[src/hw/rtl/mcds_pkg.sv]
// ----------------------------------------------------------------------------
// mcds_pkg
// shared constants, types and helpers of the mask composite with drop shadow
// ----------------------------------------------------------------------------
package mcds_pkg;

    localparam int MAX_WIDTH     = 1024;
    localparam int SHADOW_LENGTH = 3;
    localparam int RING_ROWS     = SHADOW_LENGTH + 1;
    localparam int MAX_HEIGHT    = 4096;

    localparam int COL_W   = $clog2(MAX_WIDTH);
    localparam int BANK_W  = $clog2(RING_ROWS);
    localparam int ROW_W   = 12;
    localparam int FW_W    = 11;
    localparam int FH_W    = 13;
    localparam int WCMP_W  = (FW_W > COL_W + 1) ? FW_W : COL_W + 1;
    localparam int RGB_W   = 24;
    localparam int FLAG_W  = 8;

    localparam int CFG_IDX_W  = 2;
    localparam int CFG_DATA_W = 13;

    localparam logic [FW_W-1:0] FW_RESET = FW_W'(1024);
    localparam logic [FH_W-1:0] FH_RESET = FH_W'(768);

    localparam int                FLAG_EMPTY_BIT = 0;
    localparam logic [FLAG_W-1:0] FLAG_DIRT      = 8'h02;
    localparam logic [FLAG_W-1:0] FLAG_ROCK      = 8'h04;

    typedef enum logic [CFG_IDX_W-1:0] {
        CFG_FRAME_WIDTH  = 2'd0,
        CFG_FRAME_HEIGHT = 2'd1,
        CFG_SHADOWS      = 2'd2
    } t_cfg_idx;

    // row store access for one accepted pixel
    typedef struct packed {
        logic              en;
        logic [BANK_W-1:0] bank;
        logic [COL_W-1:0]  x;
        logic              wbit;
    } t_store_req;

    // pixel waiting for its row store lookups
    typedef struct packed {
        logic [RGB_W-1:0]         back_rgb;
        logic [RGB_W-1:0]         front_rgb;
        logic [FLAG_W-1:0]        pixel_flag;
        logic                     shadows;
        logic                     last;
        logic [BANK_W-1:0]        bank;
        logic [SHADOW_LENGTH-1:0] in_range;
    } t_pix_item;

    // bank of the row that lies k rows above the row in bank cur
    function automatic logic [BANK_W-1:0] bank_back(input logic [BANK_W-1:0] cur,
                                                   input logic [BANK_W-1:0] k);
        logic [BANK_W:0] t;
        t = {1'b0, cur} + (BANK_W+1)'(RING_ROWS) - {1'b0, k};
        if (t >= (BANK_W+1)'(RING_ROWS)) begin
            t = t - (BANK_W+1)'(RING_ROWS);
        end
        return t[BANK_W-1:0];
    endfunction

    function automatic logic [7:0] darken_ch(input logic [7:0] c);
        logic [9:0] t;
        t = {2'b00, c} + {1'b0, c, 1'b0};
        return t[9:2];
    endfunction

    function automatic logic [RGB_W-1:0] darken(input logic [RGB_W-1:0] rgb);
        return {darken_ch(rgb[23:16]), darken_ch(rgb[15:8]), darken_ch(rgb[7:0])};
    endfunction

endpackage

[src/hw/rtl/mcds_out_if.sv]
// ----------------------------------------------------------------------------
// mcds_out_if
// output pixel channel: final colour and end of frame marker
// ----------------------------------------------------------------------------
interface mcds_out_if import mcds_pkg::*; ();
    logic             valid;
    logic             ready;
    logic [RGB_W-1:0] pixel_rgb;
    logic             frame_last;

    modport source (output valid, output pixel_rgb, output frame_last, input ready);
    modport sink   (input valid, input pixel_rgb, input frame_last, output ready);
endinterface

[src/hw/rtl/mcds_pixel_stage.sv]
// ----------------------------------------------------------------------------
// mcds_pixel_stage
// lookup stage and output register: shadow decision, colour select, darkening
// ----------------------------------------------------------------------------
module mcds_pixel_stage import mcds_pkg::*; (
    input  logic                 i_clk,
    input  logic                 i_rst_n,
    input  logic                 i_take,
    input  t_pix_item            i_item,
    input  logic [RING_ROWS-1:0] i_bits,
    output logic                 o_ready,
    mcds_out_if.source           o_pix
);

    logic             r_s1_vld;
    t_pix_item        r_s1;
    logic             r_out_vld;
    logic [RGB_W-1:0] r_out_rgb;
    logic             r_out_last;

    logic             out_adv;
    logic             s1_adv;
    logic             hit;
    logic             walk;
    logic [RGB_W-1:0] sel_rgb;
    logic [RGB_W-1:0] n_out_rgb;

    assign out_adv = !r_out_vld || o_pix.ready;
    assign s1_adv  = r_s1_vld && out_adv;
    assign o_ready = !r_s1_vld || out_adv;

    // first clear empty bit on the diagonal within reach
    always_comb begin
        walk = 1'b1;
        hit  = 1'b0;
        for (int k = 1; k <= SHADOW_LENGTH; k++) begin
            if (walk) begin
                if (!r_s1.in_range[k-1]) begin
                    walk = 1'b0;
                end else if (!i_bits[bank_back(r_s1.bank, BANK_W'(k))]) begin
                    hit  = 1'b1;
                    walk = 1'b0;
                end
            end
        end
    end

    always_comb begin
        if (r_s1.pixel_flag == FLAG_DIRT || r_s1.pixel_flag == FLAG_ROCK) begin
            sel_rgb = r_s1.front_rgb;
        end else begin
            sel_rgb = r_s1.back_rgb;
        end
        if (r_s1.shadows && r_s1.pixel_flag[FLAG_EMPTY_BIT] && hit) begin
            n_out_rgb = darken(sel_rgb);
        end else begin
            n_out_rgb = sel_rgb;
        end
    end

    always_ff @(posedge i_clk) begin
        if (!i_rst_n) begin
            r_s1_vld  <= 1'b0;
            r_out_vld <= 1'b0;
        end else begin
            if (i_take) begin
                r_s1_vld <= 1'b1;
            end else if (s1_adv) begin
                r_s1_vld <= 1'b0;
            end
            if (s1_adv) begin
                r_out_vld <= 1'b1;
            end else if (o_pix.ready) begin
                r_out_vld <= 1'b0;
            end
        end
    end

    always_ff @(posedge i_clk) begin
        if (i_take) begin
            r_s1 <= i_item;
        end
        if (s1_adv) begin
            r_out_rgb  <= n_out_rgb;
            r_out_last <= r_s1.last;
        end
    end

    assign o_pix.valid      = r_out_vld;
    assign o_pix.pixel_rgb  = r_out_rgb;
    assign o_pix.frame_last = r_out_last;

endmodule

[src/flat_wrapper.sv]
// flat-port wrapper written by rule: the top's interface ports become plain ports
module mcds_pixel_stage_flat import mcds_pkg::*;
  (i_clk, i_rst_n, i_take, i_item, i_bits, o_ready, o_pix_valid, o_pix_pixel_rgb, o_pix_frame_last, o_pix_ready);
  mcds_out_if o_pix_i ();
  input  logic i_clk;
  input  logic i_rst_n;
  input  logic i_take;
  input  t_pix_item i_item;
  input  logic [RING_ROWS-1:0] i_bits;
  output logic o_ready;
  output wire logic [$bits(o_pix_i.valid)-1:0] o_pix_valid;
  output wire logic [$bits(o_pix_i.pixel_rgb)-1:0] o_pix_pixel_rgb;
  output wire logic [$bits(o_pix_i.frame_last)-1:0] o_pix_frame_last;
  input wire logic [$bits(o_pix_i.ready)-1:0] o_pix_ready;
  assign o_pix_valid = o_pix_i.valid;
  assign o_pix_pixel_rgb = o_pix_i.pixel_rgb;
  assign o_pix_frame_last = o_pix_i.frame_last;
  assign o_pix_i.ready = o_pix_ready;
  mcds_pixel_stage u_core (.i_clk(i_clk), .i_rst_n(i_rst_n), .i_take(i_take), .i_item(i_item), .i_bits(i_bits), .o_ready(o_ready), .o_pix(o_pix_i));
endmodule
[config.mk]
export PLATFORM = sky130hd
export DESIGN_NAME = mcds_pixel_stage_flat
export DESIGN_NICKNAME = d
export VERILOG_FILES = /design/src/hw/rtl/mcds_pkg.sv /design/src/hw/rtl/mcds_out_if.sv /design/src/hw/rtl/mcds_pixel_stage.sv /design/src/flat_wrapper.sv
export SDC_FILE = /design/constraint.sdc
export NUM_CORES = 1
export LEC_CHECK = 0
export ABC_AREA = 1
export BUFFER_PORTS_ARGS = -buffer_cell sky130_fd_sc_hd__buf_2
export CORE_MARGIN = 3
export CORE_UTILIZATION = 30
export CTS_CLUSTER_DIAMETER = 60
export CTS_CLUSTER_SIZE = 10
export DETAILED_ROUTE_END_ITERATION = 10
export GPL_ROUTABILITY_DRIVEN = 0
export PLACE_DENSITY = 0.54
export SLEW_MARGIN = 25
export SYNTH_ARGS = -nofsm -noshare
export SYNTH_HDL_FRONTEND = slang
export SYNTH_SLANG_ARGS = --single-unit
export TNS_END_PERCENT = 10
[constraint.sdc]
create_clock -name i_clk -period 5 [get_ports i_clk]
set_clock_uncertainty 0.1 [all_clocks]
set_input_delay 0.75 -clock i_clk [delete_from_list [all_inputs] [get_ports i_clk]]
set_output_delay 0.75 -clock i_clk [all_outputs]
set_load 0.1 [all_outputs]
# == After elaboration in Yosys (flattened, before gate mapping) ==
# Cells that the tools add are included.
# totals
reg_bits,90
inputBits,71
elab_cells,72
out_inout_bits,27
# classes
n_eq_ne,2
n_reduce_logical,10
addsub,10
order_cmp,6
mux,33
# ops
cell,count
$mux 24,2
$add 8x9->10,3
$mux 1,20
$mux 2,8
$ge 3x3->1 const B,3
$lt 2x3->1 const B,3
$eq 8x2->1 const B,1
$eq 8x3->1 const B,1
$bmux 1 s2,3
$sub 2x1->2 const B,3
$sub 3x2->3 const B,2
$reduce_bool 2->1,2
$add 2x3->3 const B,1
$logic_and 1x1->1,3
$logic_or 1x1->1,3
$sub 3x1->3 const B,1
$logic_not 1->1,2

# == Longest topological paths before layout ==
# depth
depth_word,23
mapped_depth,20
ltp_nobuf,19

# == Least setup slack after synthesis ==
# No wires, ideal clock.
# synth_timing
kind,reg-to-output
start,"reg u_core.r_out_vld, in the netlist u_core.o_pix.valid"
end,out o_ready
slack_ns,2.198
path_buffers,0
arrival_time_ns,1.952
required_ns,4.150
stages_incl_launch_ff,2
path_cell_list,dfxtp_1 -> nand3_1
# synth_via
elab_chain_cells,3
# synth_rtl
element,line_no,source
from (decl),mcds_pixel_stage.sv:17,logic r_out_vld;
from (signal assigned),mcds_pixel_stage.sv:64,r_out_vld <= 1'b0;
from (signal assigned),mcds_pixel_stage.sv:72,r_out_vld <= 1'b1;
from (signal assigned),mcds_pixel_stage.sv:74,r_out_vld <= 1'b0;
$logic_not 1->1,mcds_pixel_stage.sv:28,assign out_adv = !r_out_vld || o_pix.ready;
$logic_or 1x1->1,mcds_pixel_stage.sv:28,
$logic_or 1x1->1,mcds_pixel_stage.sv:30,assign o_ready = !r_s1_vld || out_adv;
to (decl),flat_wrapper.sv:10,output logic o_ready;
# No other way between the ends.

# == Final worst setup path ==
# layout_timing
start,reg u_core.r_s1[9] in the netlist's numbering
end,"reg u_core.r_out_rgb[19], in the netlist u_core.o_pix.pixel_rgb[19], data pin"
# layout_via
elab_chain_cells,5
elab_cells_between_ends,6
classes_between,add/sub (1); eq/ne (2); mux (2); reduce/logical (1)
# layout_rtl
element,line_no,source
from (decl),mcds_pixel_stage.sv:16,t_pix_item r_s1;
from (signal assigned),mcds_pixel_stage.sv:81,r_s1 <= i_item;
$eq 8x2->1 or $eq 8x3->1 (tied branches),mcds_pixel_stage.sv:49,if (r_s1.pixel_flag == FLAG_DIRT || r_s1.pixel_flag == FLAG_ROCK) begin
$logic_or 1x1->1 (*),mcds_pixel_stage.sv:49,
$mux 24 (*),mcds_pixel_stage.sv:49,
$add 8x9->10,mcds_pkg.sv:69,"t = {2'b00, c} + {1'b0, c, 1'b0};"
$mux 24 (*),mcds_pixel_stage.sv:54,if (r_s1.shadows && r_s1.pixel_flag[FLAG_EMPTY_BIT] && hit) begin
named net u_core.n_out_rgb[19],mcds_pixel_stage.sv:26,logic [RGB_W-1:0] n_out_rgb;
to (signal assigned),mcds_pixel_stage.sv:84,r_out_rgb <= n_out_rgb;
to (decl),mcds_pixel_stage.sv:18,logic [RGB_W-1:0] r_out_rgb;
# The timed path passes the listed nets; every way through them passes the cells marked *.
# A chain may end at the register's enable or synchronous reset.

==> flow_metrics.tcl <==
set metrics [dict create \
    run_status "completed" \
    final_net_count 714 \
    core-area_mm2 0.01606 \
    cts-root-to-sink-buffers 2 \
    r2r-end "u_core.o_pix.pixel_rgb[19]" \
    globalRoute.busiestLayer "met2" \
    syn_avg_cell_area_um2 9.330 \
    clock-root-buffer "sky130_fd_sc_hd__clkbuf_16" \
    post_synth_inst_count 532 \
    synth.cells.most_frequent "sky130_fd_sc_hd__nand2_1, sky130_fd_sc_hd__edfxtp_1, sky130_fd_sc_hd__inv_1" \
    setup.worst_path.start_class "register" \
    syn-num-nets 614 \
    hold_buffers 0 \
    drt-wirelength-per-cell_um 12.79 \
    critical_path.endpoint_type "register" \
    timing_hold_violations_final 0 \
    drive_gt1_share_pct 28.26 \
    max_cap_violations 0 \
    total_leakage_power_nw 2.757 \
    placement.cell_area_mm2 0.005650 \
    h-tree-depth 3 \
    met2_usage_pct 19.29 \
    drv_slew 0 \
    clkSinkCount 90 \
    min-delay-start "u_core.r_s1[5]" \
    syn-cell-area_mm2 0.004964 \
    fin_worst_hold_slack_ns 0.3275 \
    synth_async_sr_flop_share_pct 0 \
    global_route.overflow_total 0 \
    post_synth_main_area_contributors "sky130_fd_sc_hd__edfxtp_1, sky130_fd_sc_hd__nand2_1, sky130_fd_sc_hd__inv_1" \
    drt_iter0_drc 256 \
    maximum_number_of_pins_on_one_net_before_global_route_repair 39 \
    fp.dieArea_mm2 0.01812 \
    synth.yosys.seq_area_share_pct 54.05 \
    initial_antenna_violation_count 0 \
    power.density_mw_per_mm2 344.1 \
    fin_crit_sh_pct 58.59 \
    met1_grt_util_pct 17.15 \
    top_level_ports 98 \
    worstSkewPairLatency_ns 0.34 \
    arrival_time_at_the_worst_endpoint_ns 2.87 \
    yosys_warnings 0 \
    yosys.area.top_type "sky130_fd_sc_hd__edfxtp_1" \
    drc_violation_count_after_routing 0 \
    synth.most_common_cell "sky130_fd_sc_hd__nand2_1" \
    route.antenna.remaining_nets 0 \
    tritoncts "yes" \
    fmax_ghz 0.3413 \
    max-slew-margin-rel_pct 39.27 \
    synth_top_area_share_pct 53.24 \
    ff2ff_path_depth 16 \
    setup.worst_path.start "u_core.r_s1[9]" \
    met3_usage_pct 3.167 \
    synth-seq-cells 90 \
    synth_edf_count 88 \
    worst_reg2reg_startpoint "u_core.r_s1[9]" \
    regToRegSetupSlack_ns 2.07 \
    core.rowCount 46 \
    filler_cell_count 1593 \
    buffers_on_ports 97 \
    die_width_um 134.6 \
    insertedDiodeCount 0 \
    first_pass_iters 4 \
    drt-total-wl_mm 10.91 \
    cts_inserted_buffers 9 \
    rsz_0062_raised_after_global_routing "no" \
    worstMarginPinSlew_ns 0.9099 \
    hold_path_depth 0 \
    clk_pin_slew_worst_paths_ns 0.06 \
    netlist-cell-type-count 37 \
    route.detailed.vias_per_inst 4.348 \
    criticalPathCategory "reg -> reg" \
    finalPower_w 0.002051 \
    first_global_vias 3740 \
    post-route-cell-area_mm2 0.005961 \
    grt_pass1_wl_mm 18.16 \
    postCtsSetupRepairBufs 0 \
    power.ir.vdd_worst_mv 0.1570 \
    layout-area-overhead-vs-synth_pct 20.09 \
    cts-resized-gates 0 \
    totalNegativeSetupSlack_ns 0 \
    critical_path.max_fanout 19 \
    worst_hold_path.endpoint "u_core.o_pix.frame_last" \
    worst_hold_path_type "reg -> reg" \
    height_of_the_chip_um 134.6 \
    initial_core_utilization_pct 30.91 \
    dominantRegCellSynth "sky130_fd_sc_hd__edfxtp_1" \
    aggregate_global_route_resource_usage_pct 12.55 \
    detailroute.via_count 3709 \
    setup_viol 0 \
    post_dp_hpwl_mm 8.688 \
    critical_path_required_ns 4.94 \
    final_min_period_ns 2.930 \
]
-- state kept, by name (all words and copies together), names as in the netlist --
register,flops
u_core.o_pix.frame_last,1
u_core.r_s1_vld,1
u_core.o_pix.valid,1
u_core.r_s1,63
u_core.o_pix.pixel_rgb,24
-- placed cells by master, fill, tap and decap left out, drive strengths merged --
master  instances
a21boi          1
a21oi          11
buf           100
bufinv          2
clkbuf         10
clkinv          5
dfxtp           2
edfxtp         88
ha             11
inv            70
mux2i           2
nand2         190
nand3          42
nand3b          4
nand4          12
nor2           45
nor3            1
o211ai          2
o21ai          27
o21bai          6
o22ai           1
or2             1
xnor2           2
xor2            2
-- power by group --
part           switching, W  leakage, nW  internal, W
logic              0.000302         1.74     0.000123
clock network      0.000271        0.152     0.000434
registers         0.0000238        0.868     0.000897
total              0.000598         2.76      0.00145
-- layout make-up --
cell class	count	area, um^2	share of cell area, %
clock inverters	6	81.33	1.364
repair buffers	100	508.0	8.522
clock buffers	10	229.0	3.841
inverters	71	266.5	4.471
well taps	216	270.3	4.534
multi-input cells	360	1923	32.26
flip-flops and latches	90	2683	45.00
-- kinds of logic (layout without fill, tap and decap cells) --
logic type / count (synthesis) / after routing / synth area share, %
AOI/OAI and AO/OA: 48 / 48 / 6.075
and+or+nand+nor: 295 / 295 / 28.71
DFF: 90 / 90 / 54.05
adders and majority gates: 11 / 11 / 2.773
muxes: 2 / 2 / 0.4033
buffers and inverters: 82 / 187 / 7.285
xor gates and xnor gates: 4 / 4 / 0.7060
-- critical path, stage by stage (launching register included) --
cell,delay (ns)
sky130_fd_sc_hd__edfxtp_1,0.41
sky130_fd_sc_hd__inv_1,0.10
sky130_fd_sc_hd__nand2_1,0.05
sky130_fd_sc_hd__nand2_1,0.32
sky130_fd_sc_hd__nand3_4,0.27
sky130_fd_sc_hd__nand2_1,0.14
sky130_fd_sc_hd__nand2_2,0.09
sky130_fd_sc_hd__nor2_1,0.13
sky130_fd_sc_hd__inv_1,0.07
sky130_fd_sc_hd__nand2_1,0.06
sky130_fd_sc_hd__inv_1,0.04
sky130_fd_sc_hd__ha_1,0.18
sky130_fd_sc_hd__or2_1,0.27
sky130_fd_sc_hd__nand2_1,0.11
sky130_fd_sc_hd__nand4_1,0.08
sky130_fd_sc_hd__nand3_1,0.08
sky130_fd_sc_hd__o21ai_0,0.11
-- through the flow --
stage	util, %	setup WS [ns]	cells
3_3_place_gp	35.19	2.104	837
3_5_place_dp	35.19	2.080	837
4_1_cts	37.12	2.067	853
2_1_floorplan	-	2.198	532
6_report	37.12	2.070	853
5_1_grt	37.12	1.766	853
-- worst max path at each step --
stage                                            end  slack, ns  cells past startpoint
after floorplan                              o_ready       2.20                      1
after global placement    u_core.o_pix.pixel_rgb[23]       2.10                     10
after detailed placement  u_core.o_pix.pixel_rgb[19]       2.08                     16
after CTS                 u_core.o_pix.pixel_rgb[19]       2.07                     16
after global routing      u_core.o_pix.pixel_rgb[19]       1.77                     16
final                     u_core.o_pix.pixel_rgb[19]       2.07                     16
-- routing by layer --
metal  part of all wire [%]  vias up
met5                      0        -
met4                    1.9        0
met3                    5.3       14
met2                     44      104
met1                     49     1644
li1                       -     1947
(Power assumes the default switching activity.)
